File: src/design/vssm_pkg.sv
// ----------------------------------------------------------------------------
// vssm_pkg
// Types and constants shared by the video sync stability monitor files.
// ----------------------------------------------------------------------------
`default_nettype none

package vssm_pkg;

    // status codes, ordered by priority
    typedef enum logic [1:0] {
        ST_NONE = 2'd0,
        ST_INFO = 2'd1,
        ST_MODE = 2'd2,
        ST_ACT  = 2'd3
    } report_code_t;

    // register indexes on the configuration port
    localparam logic [2:0] REG_MIN_LINES_PROG = 3'd0;
    localparam logic [2:0] REG_MIN_LINES_IL   = 3'd1;
    localparam logic [2:0] REG_LOSS_THR       = 3'd2;
    localparam logic [2:0] REG_STABLE_THR     = 3'd3;
    localparam logic [2:0] REG_LINE_TOL       = 3'd4;

    localparam int unsigned APB_ADDR_W = 5;
    localparam int unsigned APB_DATA_W = 32;

    // register reset values
    localparam logic [11:0] RST_MIN_LINES_PROG = 12'd200;
    localparam logic [11:0] RST_MIN_LINES_IL   = 12'd400;
    localparam logic [3:0]  RST_LOSS_THR       = 4'd5;
    localparam logic [3:0]  RST_STABLE_THR     = 4'd1;
    localparam logic [7:0]  RST_LINE_TOL       = 8'd1;

    // vsync classification codes
    localparam logic [1:0] VMODE_IL_CHECK = 2'd1;
    localparam logic [1:0] VMODE_PROG     = 2'd2;

    // bit positions in the line count high byte
    localparam int unsigned LHI_PROG_BIT  = 5;
    localparam int unsigned LHI_MACRO_BIT = 6;

    typedef struct packed {
        logic [11:0] min_lines_prog;
        logic [11:0] min_lines_il;
        logic [3:0]  loss_thr;
        logic [3:0]  stable_thr;
        logic [7:0]  line_tol;
    } cfg_t;

    typedef struct packed {
        logic        sync_state;
        logic [3:0]  loss_counter;
        logic [3:0]  stable_counter;
        logic [15:0] prev_lines;
        logic [11:0] prev_clocks;
        logic        prev_progressive;
    } mon_state_t;

    typedef struct packed {
        logic        sync_detected;
        logic [1:0]  vsync_mode;
        logic [7:0]  line_count_low;
        logic [7:0]  line_count_high;
        logic [7:0]  clock_count_low;
        logic [7:0]  clock_count_high;
        logic [15:0] fpga_line_count;
        logic        mode_settings_changed;
        logic        info_settings_changed;
        logic        restart;
    } frame_t;

    typedef struct packed {
        report_code_t status;
        logic         sync_up;
        logic [15:0]  total_lines;
        logic [11:0]  clocks_per_line;
        logic         progressive;
        logic         macrovision;
    } result_t;

endpackage

`default_nettype wire

File: src/design/vssm_if.sv
// ----------------------------------------------------------------------------
// vssm_if
// Valid/ready channels for frame measurements and frame results.
// ----------------------------------------------------------------------------
`default_nettype none

interface vssm_frame_if;
    import vssm_pkg::*;

    logic        valid;
    logic        ready;
    logic        sync_detected;
    logic [1:0]  vsync_mode;
    logic [7:0]  line_count_low;
    logic [7:0]  line_count_high;
    logic [7:0]  clock_count_low;
    logic [7:0]  clock_count_high;
    logic [15:0] fpga_line_count;
    logic        mode_settings_changed;
    logic        info_settings_changed;
    logic        restart;

    modport source (
        output valid, sync_detected, vsync_mode, line_count_low, line_count_high,
               clock_count_low, clock_count_high, fpga_line_count,
               mode_settings_changed, info_settings_changed, restart,
        input  ready
    );

    modport sink (
        input  valid, sync_detected, vsync_mode, line_count_low, line_count_high,
               clock_count_low, clock_count_high, fpga_line_count,
               mode_settings_changed, info_settings_changed, restart,
        output ready
    );
endinterface

interface vssm_result_if;
    import vssm_pkg::*;

    logic         valid;
    logic         ready;
    report_code_t status;
    logic         sync_up;
    logic [15:0]  total_lines;
    logic [11:0]  clocks_per_line;
    logic         progressive;
    logic         macrovision;

    modport source (
        output valid, status, sync_up, total_lines, clocks_per_line,
               progressive, macrovision,
        input  ready
    );

    modport sink (
        input  valid, status, sync_up, total_lines, clocks_per_line,
               progressive, macrovision,
        output ready
    );
endinterface

`default_nettype wire

File: src/design/vssm_apb_regs.sv
// ----------------------------------------------------------------------------
// vssm_apb_regs
// APB register file holding the monitor thresholds.
// ----------------------------------------------------------------------------
`default_nettype none

module vssm_apb_regs (
    input  wire logic                             clk,
    input  wire logic                             rst_n,
    input  wire logic                             psel,
    input  wire logic                             penable,
    input  wire logic                             pwrite,
    input  wire logic [vssm_pkg::APB_ADDR_W-1:0]  paddr,
    input  wire logic [vssm_pkg::APB_DATA_W-1:0]  pwdata,
    output logic      [vssm_pkg::APB_DATA_W-1:0]  prdata,
    output logic                                  pready,
    output vssm_pkg::cfg_t                        cfg
);
    import vssm_pkg::*;

    cfg_t       cfg_reg;
    cfg_t       cfg_next;
    logic       wr_en;
    logic [2:0] reg_idx;

    assign pready  = 1'b1;
    assign wr_en   = psel & penable & pwrite;
    assign reg_idx = paddr[APB_ADDR_W-1:2];
    assign cfg     = cfg_reg;

    always_comb
    begin
        cfg_next = cfg_reg;
        if (wr_en)
        begin
            case (reg_idx)
                REG_MIN_LINES_PROG: cfg_next.min_lines_prog = pwdata[11:0];
                REG_MIN_LINES_IL:   cfg_next.min_lines_il   = pwdata[11:0];
                REG_LOSS_THR:       cfg_next.loss_thr       = pwdata[3:0];
                REG_STABLE_THR:     cfg_next.stable_thr     = pwdata[3:0];
                REG_LINE_TOL:       cfg_next.line_tol       = pwdata[7:0];
                default:            cfg_next = cfg_reg;
            endcase
        end
    end

    always_comb
    begin
        case (reg_idx)
            REG_MIN_LINES_PROG: prdata = {20'd0, cfg_reg.min_lines_prog};
            REG_MIN_LINES_IL:   prdata = {20'd0, cfg_reg.min_lines_il};
            REG_LOSS_THR:       prdata = {28'd0, cfg_reg.loss_thr};
            REG_STABLE_THR:     prdata = {28'd0, cfg_reg.stable_thr};
            REG_LINE_TOL:       prdata = {24'd0, cfg_reg.line_tol};
            default:            prdata = '0;
        endcase
    end

    always_ff @(posedge clk or negedge rst_n)
    begin
        if (!rst_n)
        begin
            cfg_reg.min_lines_prog <= RST_MIN_LINES_PROG;
            cfg_reg.min_lines_il   <= RST_MIN_LINES_IL;
            cfg_reg.loss_thr       <= RST_LOSS_THR;
            cfg_reg.stable_thr     <= RST_STABLE_THR;
            cfg_reg.line_tol       <= RST_LINE_TOL;
        end
        else
        begin
            cfg_reg <= cfg_next;
        end
    end

endmodule

`default_nettype wire

File: src/design/vssm_frame_eval.sv
// ----------------------------------------------------------------------------
// vssm_frame_eval
// Per-frame evaluation: scan type, line check, loss and stability tracking.
// ----------------------------------------------------------------------------
`default_nettype none

module vssm_frame_eval (
    input  vssm_pkg::cfg_t       cfg,
    input  vssm_pkg::mon_state_t st,
    input  vssm_pkg::frame_t     frame,
    output vssm_pkg::mon_state_t st_next,
    output vssm_pkg::result_t    res
);
    import vssm_pkg::*;

    logic [11:0] lines_reg_cnt;
    logic [12:0] lines_m1_x2;
    logic [11:0] clocks;
    logic        sync_eff;
    logic [11:0] pclk_eff;
    logic        force_prog;
    logic        il_hit;
    logic        prog;
    logic [15:0] lines;
    logic [11:0] min_sel;
    logic        frame_ok;
    logic [15:0] diff;
    logic        changed;
    logic [3:0]  stable_inc;
    logic        stable_hit;
    logic        act;
    logic        mode_raise;
    logic        sync_new;
    logic [3:0]  loss_new;
    logic [3:0]  stable_new;
    logic [11:0] pclk_new;

    assign lines_reg_cnt = {frame.line_count_high[3:0], frame.line_count_low};
    assign clocks        = {frame.clock_count_high[3:0], frame.clock_count_low};
    assign lines_m1_x2   = {lines_reg_cnt - 12'd1, 1'b0};

    // a restart drops sync and the stored clock count before anything else
    assign sync_eff = st.sync_state & ~frame.restart;
    assign pclk_eff = frame.restart ? 12'd0 : st.prev_clocks;

    assign force_prog = (frame.vsync_mode == VMODE_PROG)
                      || (!sync_eff && (lines_reg_cnt < cfg.min_lines_il));
    assign il_hit = (frame.vsync_mode == VMODE_IL_CHECK) && (lines_reg_cnt != 12'd0)
                  && (frame.fpga_line_count > {3'd0, lines_m1_x2});

    assign prog  = force_prog ? 1'b1 :
                   il_hit     ? 1'b0 : frame.line_count_high[LHI_PROG_BIT];
    assign lines = (!force_prog && il_hit) ? frame.fpga_line_count : {4'd0, lines_reg_cnt};

    assign min_sel  = prog ? cfg.min_lines_prog : cfg.min_lines_il;
    assign frame_ok = lines >= {4'd0, min_sel};

    assign diff    = (lines >= st.prev_lines) ? (lines - st.prev_lines)
                                              : (st.prev_lines - lines);
    assign changed = (diff > {8'd0, cfg.line_tol}) || (clocks != pclk_eff)
                   || (prog != st.prev_progressive);

    assign stable_inc = st.stable_counter + 4'd1;
    assign stable_hit = frame_ok && !changed && (st.stable_counter != cfg.stable_thr)
                      && (stable_inc == cfg.stable_thr);
    assign mode_raise = frame_ok && (stable_hit || frame.mode_settings_changed);

    // sync qualification
    always_comb
    begin
        act      = 1'b0;
        sync_new = sync_eff;
        loss_new = 4'd0;
        if (!sync_eff && frame.sync_detected && frame_ok)
        begin
            sync_new = 1'b1;
            act      = 1'b1;
        end
        else if (sync_eff && (!frame.sync_detected || !frame_ok))
        begin
            if (st.loss_counter >= cfg.loss_thr)
            begin
                sync_new = frame.sync_detected;
                act      = 1'b1;
            end
            else
            begin
                loss_new = st.loss_counter + 4'd1;
            end
        end
    end

    always_comb
    begin
        stable_new = st.stable_counter;
        if (frame_ok)
        begin
            if (changed)
                stable_new = 4'd0;
            else if (st.stable_counter != cfg.stable_thr)
                stable_new = stable_inc;
        end
        // mode gets reprogrammed, so the stable count is preset
        if ((act || mode_raise) && sync_new)
            stable_new = cfg.stable_thr;
    end

    always_comb
    begin
        pclk_new = frame_ok ? clocks : pclk_eff;
        if (act && !sync_new)
            pclk_new = 12'd0;
    end

    always_comb
    begin
        st_next.sync_state       = sync_new;
        st_next.loss_counter     = loss_new;
        st_next.stable_counter   = stable_new;
        st_next.prev_lines       = frame_ok ? lines : st.prev_lines;
        st_next.prev_clocks      = pclk_new;
        st_next.prev_progressive = frame_ok ? prog : st.prev_progressive;
    end

    always_comb
    begin
        if (act)
            res.status = ST_ACT;
        else if (mode_raise)
            res.status = ST_MODE;
        else if (frame.info_settings_changed)
            res.status = ST_INFO;
        else
            res.status = ST_NONE;
        res.sync_up         = st_next.sync_state;
        res.total_lines     = st_next.prev_lines;
        res.clocks_per_line = st_next.prev_clocks;
        res.progressive     = st_next.prev_progressive;
        res.macrovision     = frame.line_count_high[LHI_MACRO_BIT];
    end

endmodule

`default_nettype wire

File: src/design/video_sync_stability_monitor.sv
// ----------------------------------------------------------------------------
// video_sync_stability_monitor
// Per-frame sync qualification and mode change detection for a video input.
// ----------------------------------------------------------------------------
// Usage
//   frame_in   : one transfer per video frame carrying the raw line/clock
//                count register bytes, the measured line count, vsync class,
//                sync-detect, settings-changed flags and a restart flag
//   result_out : one transfer per accepted frame with a prioritized status
//                code and the stored line count, clocks per line, scan type
//   APB port   : five threshold registers at byte addresses 0,4,8,12,16,
//                written with the usual setup/access pair, pready tied high;
//                write them only while no frame is in flight
// Pipeline and throughput
//   an accepted frame passes the single input register, the evaluation
//   logic and the result register; one frame per cycle sustained while
//   result_out takes every result
// Reset
//   rst_n clears the pipeline valids and the monitor state (sync down,
//   counters and stored counts at zero); registers take their defaults
// Stalls
//   a stalled result holds in the result register while the next frame
//   waits in the input register; frame_in.ready drops only when both hold
// ----------------------------------------------------------------------------
`default_nettype none

module video_sync_stability_monitor (
    input  wire logic                             clk,
    input  wire logic                             rst_n,
    vssm_frame_if.sink                            frame_in,
    vssm_result_if.source                         result_out,
    input  wire logic                             psel,
    input  wire logic                             penable,
    input  wire logic                             pwrite,
    input  wire logic [vssm_pkg::APB_ADDR_W-1:0]  paddr,
    input  wire logic [vssm_pkg::APB_DATA_W-1:0]  pwdata,
    output logic      [vssm_pkg::APB_DATA_W-1:0]  prdata,
    output logic                                  pready
);
    import vssm_pkg::*;

    cfg_t       cfg;

    // input stage
    logic       in_valid_reg;
    logic       in_valid_next;
    frame_t     in_frame_reg;
    frame_t     in_frame_next;
    frame_t     frame_bus;

    // monitor state
    mon_state_t state_reg;
    mon_state_t state_next;
    mon_state_t eval_state;

    // result stage
    logic       out_valid_reg;
    logic       out_valid_next;
    result_t    out_res_reg;
    result_t    out_res_next;
    result_t    eval_res;

    logic       in_xfer;
    logic       advance;

    vssm_apb_regs u_regs (
        .clk     (clk),
        .rst_n   (rst_n),
        .psel    (psel),
        .penable (penable),
        .pwrite  (pwrite),
        .paddr   (paddr),
        .pwdata  (pwdata),
        .prdata  (prdata),
        .pready  (pready),
        .cfg     (cfg)
    );

    vssm_frame_eval u_eval (
        .cfg     (cfg),
        .st      (state_reg),
        .frame   (in_frame_reg),
        .st_next (eval_state),
        .res     (eval_res)
    );

    // gather the channel fields into one frame word
    always_comb
    begin
        frame_bus.sync_detected         = frame_in.sync_detected;
        frame_bus.vsync_mode            = frame_in.vsync_mode;
        frame_bus.line_count_low        = frame_in.line_count_low;
        frame_bus.line_count_high       = frame_in.line_count_high;
        frame_bus.clock_count_low       = frame_in.clock_count_low;
        frame_bus.clock_count_high      = frame_in.clock_count_high;
        frame_bus.fpga_line_count       = frame_in.fpga_line_count;
        frame_bus.mode_settings_changed = frame_in.mode_settings_changed;
        frame_bus.info_settings_changed = frame_in.info_settings_changed;
        frame_bus.restart               = frame_in.restart;
    end

    // the buffered frame moves on whenever the result register is free or
    // being drained this cycle; state is committed at that same edge, so the
    // next frame always sees the state left by the one before it
    assign advance        = in_valid_reg && (!out_valid_reg || result_out.ready);
    assign frame_in.ready = !in_valid_reg || advance;
    assign in_xfer        = frame_in.valid && frame_in.ready;

    always_comb
    begin
        in_valid_next  = in_valid_reg;
        in_frame_next  = in_frame_reg;
        out_valid_next = out_valid_reg;
        out_res_next   = out_res_reg;
        state_next     = state_reg;

        if (advance)
        begin
            in_valid_next  = 1'b0;
            out_valid_next = 1'b1;
            out_res_next   = eval_res;
            state_next     = eval_state;
        end
        else if (result_out.ready)
        begin
            out_valid_next = 1'b0;
        end

        if (in_xfer)
        begin
            in_valid_next = 1'b1;
            in_frame_next = frame_bus;
        end
    end

    always_ff @(posedge clk or negedge rst_n)
    begin
        if (!rst_n)
        begin
            in_valid_reg  <= 1'b0;
            out_valid_reg <= 1'b0;
            state_reg     <= '0;
        end
        else
        begin
            in_valid_reg  <= in_valid_next;
            out_valid_reg <= out_valid_next;
            state_reg     <= state_next;
        end
    end

    // payload registers, no reset needed
    always_ff @(posedge clk)
    begin
        in_frame_reg <= in_frame_next;
        out_res_reg  <= out_res_next;
    end

    assign result_out.valid           = out_valid_reg;
    assign result_out.status          = out_res_reg.status;
    assign result_out.sync_up         = out_res_reg.sync_up;
    assign result_out.total_lines     = out_res_reg.total_lines;
    assign result_out.clocks_per_line = out_res_reg.clocks_per_line;
    assign result_out.progressive     = out_res_reg.progressive;
    assign result_out.macrovision     = out_res_reg.macrovision;

endmodule

`default_nettype wire

File: src/flat_wrapper.sv
// flat-port wrapper written by rule: the top's interface ports become plain ports
module video_sync_stability_monitor_flat import vssm_pkg::*;
  (clk, rst_n, psel, penable, pwrite, paddr, pwdata, prdata, pready, frame_in_valid, frame_in_sync_detected, frame_in_vsync_mode, frame_in_line_count_low, frame_in_line_count_high, frame_in_clock_count_low, frame_in_clock_count_high, frame_in_fpga_line_count, frame_in_mode_settings_changed, frame_in_info_settings_changed, frame_in_restart, frame_in_ready, result_out_valid, result_out_status, result_out_sync_up, result_out_total_lines, result_out_clocks_per_line, result_out_progressive, result_out_macrovision, result_out_ready);
  vssm_frame_if frame_in_i ();
  vssm_result_if result_out_i ();
  input  wire logic clk;
  input  wire logic rst_n;
  input  wire logic psel;
  input  wire logic penable;
  input  wire logic pwrite;
  input  wire logic [vssm_pkg::APB_ADDR_W-1:0] paddr;
  input  wire logic [vssm_pkg::APB_DATA_W-1:0] pwdata;
  output logic      [vssm_pkg::APB_DATA_W-1:0] prdata;
  output logic pready;
  input wire logic [$bits(frame_in_i.valid)-1:0] frame_in_valid;
  input wire logic [$bits(frame_in_i.sync_detected)-1:0] frame_in_sync_detected;
  input wire logic [$bits(frame_in_i.vsync_mode)-1:0] frame_in_vsync_mode;
  input wire logic [$bits(frame_in_i.line_count_low)-1:0] frame_in_line_count_low;
  input wire logic [$bits(frame_in_i.line_count_high)-1:0] frame_in_line_count_high;
  input wire logic [$bits(frame_in_i.clock_count_low)-1:0] frame_in_clock_count_low;
  input wire logic [$bits(frame_in_i.clock_count_high)-1:0] frame_in_clock_count_high;
  input wire logic [$bits(frame_in_i.fpga_line_count)-1:0] frame_in_fpga_line_count;
  input wire logic [$bits(frame_in_i.mode_settings_changed)-1:0] frame_in_mode_settings_changed;
  input wire logic [$bits(frame_in_i.info_settings_changed)-1:0] frame_in_info_settings_changed;
  input wire logic [$bits(frame_in_i.restart)-1:0] frame_in_restart;
  output wire logic [$bits(frame_in_i.ready)-1:0] frame_in_ready;
  output wire logic [$bits(result_out_i.valid)-1:0] result_out_valid;
  output wire logic [$bits(result_out_i.status)-1:0] result_out_status;
  output wire logic [$bits(result_out_i.sync_up)-1:0] result_out_sync_up;
  output wire logic [$bits(result_out_i.total_lines)-1:0] result_out_total_lines;
  output wire logic [$bits(result_out_i.clocks_per_line)-1:0] result_out_clocks_per_line;
  output wire logic [$bits(result_out_i.progressive)-1:0] result_out_progressive;
  output wire logic [$bits(result_out_i.macrovision)-1:0] result_out_macrovision;
  input wire logic [$bits(result_out_i.ready)-1:0] result_out_ready;
  assign frame_in_i.valid = frame_in_valid;
  assign frame_in_i.sync_detected = frame_in_sync_detected;
  assign frame_in_i.vsync_mode = frame_in_vsync_mode;
  assign frame_in_i.line_count_low = frame_in_line_count_low;
  assign frame_in_i.line_count_high = frame_in_line_count_high;
  assign frame_in_i.clock_count_low = frame_in_clock_count_low;
  assign frame_in_i.clock_count_high = frame_in_clock_count_high;
  assign frame_in_i.fpga_line_count = frame_in_fpga_line_count;
  assign frame_in_i.mode_settings_changed = frame_in_mode_settings_changed;
  assign frame_in_i.info_settings_changed = frame_in_info_settings_changed;
  assign frame_in_i.restart = frame_in_restart;
  assign frame_in_ready = frame_in_i.ready;
  assign result_out_valid = result_out_i.valid;
  assign result_out_status = result_out_i.status;
  assign result_out_sync_up = result_out_i.sync_up;
  assign result_out_total_lines = result_out_i.total_lines;
  assign result_out_clocks_per_line = result_out_i.clocks_per_line;
  assign result_out_progressive = result_out_i.progressive;
  assign result_out_macrovision = result_out_i.macrovision;
  assign result_out_i.ready = result_out_ready;
  video_sync_stability_monitor u_core (.clk(clk), .rst_n(rst_n), .frame_in(frame_in_i), .result_out(result_out_i), .psel(psel), .penable(penable), .pwrite(pwrite), .paddr(paddr), .pwdata(pwdata), .prdata(prdata), .pready(pready));
endmodule
File: config.mk
export PLATFORM = sky130hd
export DESIGN_NAME = video_sync_stability_monitor_flat
export DESIGN_NICKNAME = d
export VERILOG_FILES = /design/src/design/vssm_pkg.sv /design/src/design/vssm_if.sv /design/src/design/vssm_apb_regs.sv /design/src/design/vssm_frame_eval.sv /design/src/design/video_sync_stability_monitor.sv /design/src/flat_wrapper.sv
export SDC_FILE = /design/constraint.sdc
export NUM_CORES = 1
export LEC_CHECK = 0
export BUFFER_PORTS_ARGS = -buffer_cell sky130_fd_sc_hd__buf_2
export CAP_MARGIN = 20
export CORE_ASPECT_RATIO = 0.7
export CORE_MARGIN = 2
export CORE_UTILIZATION = 50
export CTS_CLUSTER_DIAMETER = 80
export CTS_CLUSTER_SIZE = 40
export DETAILED_ROUTE_END_ITERATION = 7
export MAX_ROUTING_LAYER = met4
export PLACE_DENSITY_LB_ADDON = 0.12
export SYNTH_ARGS = -nofsm -noshare
export SYNTH_HDL_FRONTEND = slang
export SYNTH_SLANG_ARGS = --single-unit
File: constraint.sdc
create_clock -name clk -period 17.38 [get_ports clk]
set_clock_uncertainty 0.2 [all_clocks]
set_input_delay 4.345 -clock clk [delete_from_list [all_inputs] [get_ports clk]]
set_output_delay 4.345 -clock clk [all_outputs]
set_load 0.1 [all_outputs]
==> out/summary.txt, run 1 <==
Yosys warning count = 0
Top-area cell type share of the netlist area = 23.8%
CTS Buf Count = 17
Nets = 1318
Routed WL = 23300 µm
Mapped cell area = 10200 µm²
Critical Path AT = 6.06 ns
Num rows = 43
Die ar. = 21700 µm²
Pwr Density = 146 nW/µm²
Worst vdd ir = 0.0943 mV
Internal power = 945 µW
Total of max-cap violations = 0
Initial antenna violation count = 0
CTS max path bufs = 2
Setup violators final = 0
Most frequent cells in the layout = nand2_1 (116), buf_2 (115), ha_1 (81), edfxtp_1 (81), inv_1 (75)
Die Ht = 124 µm
Crit path kind = in2out
Combinational Power Share = 46.6%
Initial core utilization = 51.3%
First-pass GRT wire length = 37100 µm
Synth Flop Type = edfxtp_1
Most common cell after layout, fill and taps aside = nand2_1
Crit share post-route = 61.0%
Via/cell ratio = 5.48
CP startpoint = paddr[2]
Slew @ Worst Pin = 1.02 ns
WP data required = 12.84 ns
Core ar. = 20000 µm²
Largest net degree at the start of global routing = 74
Worst min path class = reg2reg
# DRC = 0
Area delta synth->final = 12.4%
Clock transition at the registers of the reported paths = 0.07 ns
CTS Hold Bufs = 0
Die W = 175 µm
Area leader, netlist = edfxtp_1
Sequential share of the synthesized area = 43.4%
Drt first pass iters = 6
WL/cell = 16.4 µm
Fillers = 1777
Pleak = 5.09 nW
Reg-to-Reg Start = u_core.in_frame_reg[46]
Cell count after synthesis = 1040
# diodes = 0
Post-DP HPWL = 17500 µm
Layout cell share with drive strength beyond 1 = 19.0%
Final Hold Vio Count = 0
FMAX = 94.3 MHz
Switching Fraction = 43.6%
Status = finished clean
Root Buffer = clkbuf_16
Critical path endpoint category = output port
Synth area leaders = edfxtp_1 (24%), dfrtp_1 (17%), ha_1 (9.9%), nand2_1 (4.3%), a21oi_1 (3.4%)
Min Tclk post-route = 10.61 ns
Worst hold path cell count = 0
Starting DRT DRC Count = 722
Total number of vias = 7785
RSZ-0062 raised after global routing = false
CTS tree = built
Grt total ovfl = 0
Post-CTS Setup Inserts = 0
FF+latch count, synth = 161
Psw = 731 µW
WHS Endpoint = u_core.result_out.macrovision
Worst rel slew slack = 31.2%
Post-synth EDFFs = 81
Final Non-Filler Cells = 1420
Worst reg-to-reg setup slack = 7.84 ns
Critical Path Fanout Max = 22
CP startpoint kind = input pin
R2R depth = 32
Synth cell types = 81
IO Count = 166
Sequential share of power = 31.9%
Hold Path Origin = u_core.in_frame_reg[41]
Port buffer count = 116
Antenna-violating nets left = 0
Number of global-route vias before repair = 7162
Mapped Avg Cell Area = 9.84 µm²
Worst skew pair latency = 0.44 ns
Post-cts resize count = 0
Clock power share = 21.5%
R2R Path End = u_core.state_reg[31]
CTS HTree Levels = 4
Dpl cells = 1388
Sink Count = 161
Count of final max-slew check failures = 0
Setup TNS = 0 ns
Routability Congestion = 0.910
All-Layer GR Usage = 22.8%
Asr flop ratio synth = 49.7%
Max FFs per register = 48
critical path, cell delays in order:
cell     delay (ns)
buf_2          0.39
nor2b_1        0.51
a22oi_1        0.13
o22ai_1        0.21
buf_2          0.46
cell type report:
cell class | count | area, µm² | share of cell area [%]
sequential | 161 | 4450 | 38.7
multi-input combinational | 758 | 5240 | 45.5
timing repair buffer | 123 | 636 | 5.53
clock inverter | 14 | 131 | 1.14
inverter | 76 | 285 | 2.48
clock buffer | 18 | 429 | 3.73
tap | 270 | 338 | 2.94
how the worst max path moves through the flow:
stage                             to  slack, ns  cells after the start
after floorplan           prdata[10]       5.68                      4
after global placement     prdata[0]       6.82                      5
after detailed placement   prdata[2]       6.82                      5
after CTS                  prdata[2]       6.82                      5
after global routing       prdata[1]       6.65                      5
final                      prdata[1]       6.77                      5
power by group through the flow:
| stage | logic, mW | registers (mW) | clock network, mW |
|---|---|---|---|
| final | 0.781 | 0.534 | 0.361 |
| after global routing | 0.857 | 0.542 | 0.384 |
| after CTS | 0.780 | 0.533 | 0.369 |
| after detailed placement | 0.774 | 0.540 | 0 |
| after global placement | 0.763 | 0.540 | 0 |
| after floorplan | 0.532 | 0.631 | 0 |
layer usage:
metal	GRT usage [%]	vias up	share of wire [%]
li1	-	3871	-
met5	-	-	0
met2	31.7	195	42
met1	33.7	3693	52
met4	6.72	0	1.5
met3	4.52	26	5.0
stage by stage:
stage,hold WS [ns],worst slack [ns],cell area (µm²),util (%),power (mW)
2_1_floorplan,0.200,5.68,10300,-,1.16
3_3_place_gp,0.204,6.82,10900,54.8,1.30
3_5_place_dp,0.205,6.82,10900,54.8,1.31
4_1_cts,0.214,6.82,11500,57.6,1.68
5_1_grt,0.234,6.65,11500,57.6,1.78
6_report,0.212,6.77,11500,57.6,1.68
cell usage after synthesis (all sizes together) (10+ instances only):
| cell type | number |
|---|---|
| a21o | 13 |
| nor2 | 74 |
| nand4 | 10 |
| dfrtp | 70 |
| buf | 46 |
| a21oi | 71 |
| o21ai | 74 |
| ha | 81 |
| nor3b | 11 |
| nand3 | 15 |
| nand2 | 116 |
| mux2 | 30 |
| a31oi | 12 |
| nor3 | 20 |
| mux2i | 34 |
| dfstp | 10 |
| nand2b | 11 |
| nor2b | 12 |
| clkbuf | 18 |
| edfxtp | 81 |
| xnor2 | 24 |
| o22ai | 10 |
| inv | 76 |
| xor2 | 14 |
logic make-up (layout without fill, tap and decap cells):
group / Yosys count / count (layout) / share of synthesized area, %
adder cells (fa/ha/maj): 83 / 83 / 10.3
buffers and inverters: 140 / 231 / 6.35
flip-flops: 161 / 161 / 43.4
multiplexers: 64 / 64 / 6.62
AO/OA/AOI/OAI: 249 / 249 / 15.6
XOR/XNOR: 38 / 38 / 3.25
AND/OR/NAND/NOR: 303 / 303 / 14.3
other: 2 / 21 / 0.0734
No activity file was read; power rests on OpenSTA's default activity.
==> run 2, diff against run 1 <==
Clock period 17.38 ns to 9.4 ns, I/O delays scaled along.
==> out/summary.txt, run 2 (synthesis gave the netlist of run 1 again) <==
Psw = 1.37 mW
WL/cell = 16.6 µm
CTS Hold Bufs = 0
Crit share post-route = 94.4%
Num rows = 43
Worst rel slew slack = 28.1%
Critical path endpoint category = flip-flop
Total of max-cap violations = 0
Post-route core utilization = 58.0%
Worst vdd ir = 0.150 mV
Setup violators final = 0
Post-CTS Setup Inserts = 0
# DRC = 0
IO Count = 166
CP max stage cell = or2_1
Layout cell share with drive strength beyond 1 = 19.6%
Critical Path Fanout Max = 14
Crit path kind = reg2reg
Tot Pwr = 3.13 mW
Nets = 1326
Core ar. = 20000 µm²
Die Ht = 124 µm
Worst hold path cell count = 0
Sink Count = 161
CTS HTree Levels = 4
Number of global-route vias before repair = 7306
R2R depth = 32
Fillers = 1779
Clock power share = 21.8%
Final Hold Vio Count = 0
Area delta synth->final = 13.1%
Largest net degree at the start of global routing = 85
Switching Fraction = 43.6%
Setup TNS = 0 ns
Worst min path class = reg2reg
Initial core utilization = 51.3%
Post-cts resize count = 0
Crit-path most repeated cell = o21ai_0
# diodes = 0
Slowest cell delay on critical path = 0.59 ns
Starting DRT DRC Count = 694
WP data required = 9.56 ns
Die ar. = 21700 µm²
RSZ-0062 raised after global routing = false
Routed WL = 23700 µm
Drt first pass iters = 5
Port buffer count = 116
Via/cell ratio = 5.48
Slew @ Worst Pin = 1.06 ns
Post-DP HPWL = 17700 µm
Grt total ovfl = 0
Clock transition at the registers of the reported paths = 0.07 ns
WHS Endpoint = u_core.result_out.macrovision
Die W = 175 µm
Most frequent cells in the layout = nand2_1 (116), buf_2 (115), ha_1 (81), edfxtp_1 (81), inv_1 (75)
Routability Congestion = 0.920
Root Buffer = clkbuf_16
Antenna-violating nets left = 0
Total number of vias = 7822
Most common cell after layout, fill and taps aside = nand2_1
Reg-to-Reg Start = u_core.in_frame_reg[45]
First-pass GRT wire length = 38700 µm
Final hold slack = 0.216 ns
CTS tree = built
Hold Path Origin = u_core.in_frame_reg[41]
CTS max path bufs = 2
Worst reg-to-reg setup slack = 0.53 ns
Initial antenna violation count = 0
Sequential share of power = 31.5%
Count of final max-slew check failures = 0
All-Layer GR Usage = 23.8%
CTS Buf Count = 17
Worst skew pair latency = 0.44 ns
Critical Path AT = 9.03 ns
Combinational Power Share = 46.7%
R2R Path End = u_core.state_reg[29]
Pleak = 5.14 nW
Max FFs per register = 48
Internal power = 1.76 mW
Status = finished clean
Pwr Density = 270 nW/µm²
Min Tclk post-route = 8.87 ns
CP startpoint kind = flip-flop
FMAX = 113 MHz
[run 2: changes by cell type in the layout (fill, tap and decap cells not counted), sizes merged]
cell,change
clkinvlp,-1
clkinv,-1
buf,+8
inv,+2
[run 2: layout make-up]
cell class	instances	area, µm²	share of cell area [%]
tap	270	338	2.92
sequential	161	4450	38.4
timing repair buffer	131	696	6.01
clock buffer	18	429	3.71
clock inverter	14	146	1.26
inverter	76	285	2.46
multi-input combinational	758	5240	45.2
[run 2: metal layers]
layer  global-route usage [%]  share of wire [%]
met5                        -                  0
met4                     6.51                1.4
met3                     4.40                5.3
met2                     33.2                 42
met1                     35.4                 52
[run 2: critical path, delay by kind of cell (launching register included)]
kind	cells	cell delay, ns
AOI/OAI and AO/OA	13	2.40
DFF	1	0.50
muxes	3	0.93
and+or+nand+nor	9	3.06
adders and majority gates	3	0.99
buffers and inverters	2	0.38
xor gates and xnor gates	2	0.33
[run 2: worst max path at each step]
stage	start	to	slack [ns]
final	u_core.in_frame_reg[45]	u_core.state_reg[29]	0.53
after global routing	u_core.in_frame_reg[45]	u_core.state_reg[32]	0.02
after CTS	u_core.in_frame_reg[45]	u_core.state_reg[29]	0.59
after detailed placement	u_core.in_frame_reg[45]	u_core.state_reg[29]	0.70
after global placement	u_core.in_frame_reg[45]	u_core.state_reg[32]	0.86
after floorplan	paddr[2]	prdata[10]	1.69
[run 2: power by group through the flow]
stage	sequential [mW]	clock (mW)	combinational [mW]
finish	0.987	0.682	1.46
global route	1.00	0.726	1.63
CTS	0.987	0.698	1.46
detailed placement	1.00	0	1.45
global placement	0.997	0	1.43
floorplan	1.17	0	0.984
[run 2: through the flow]
step	instances	worst slack (ns)	cell area [µm²]
2_1_floorplan	1059	1.69	10300
3_3_place_gp	1396	0.865	11000
3_5_place_dp	1396	0.702	11000
4_1_cts	1428	0.594	11600
5_1_grt	1428	0.0166	11600
6_report	1428	0.526	11600
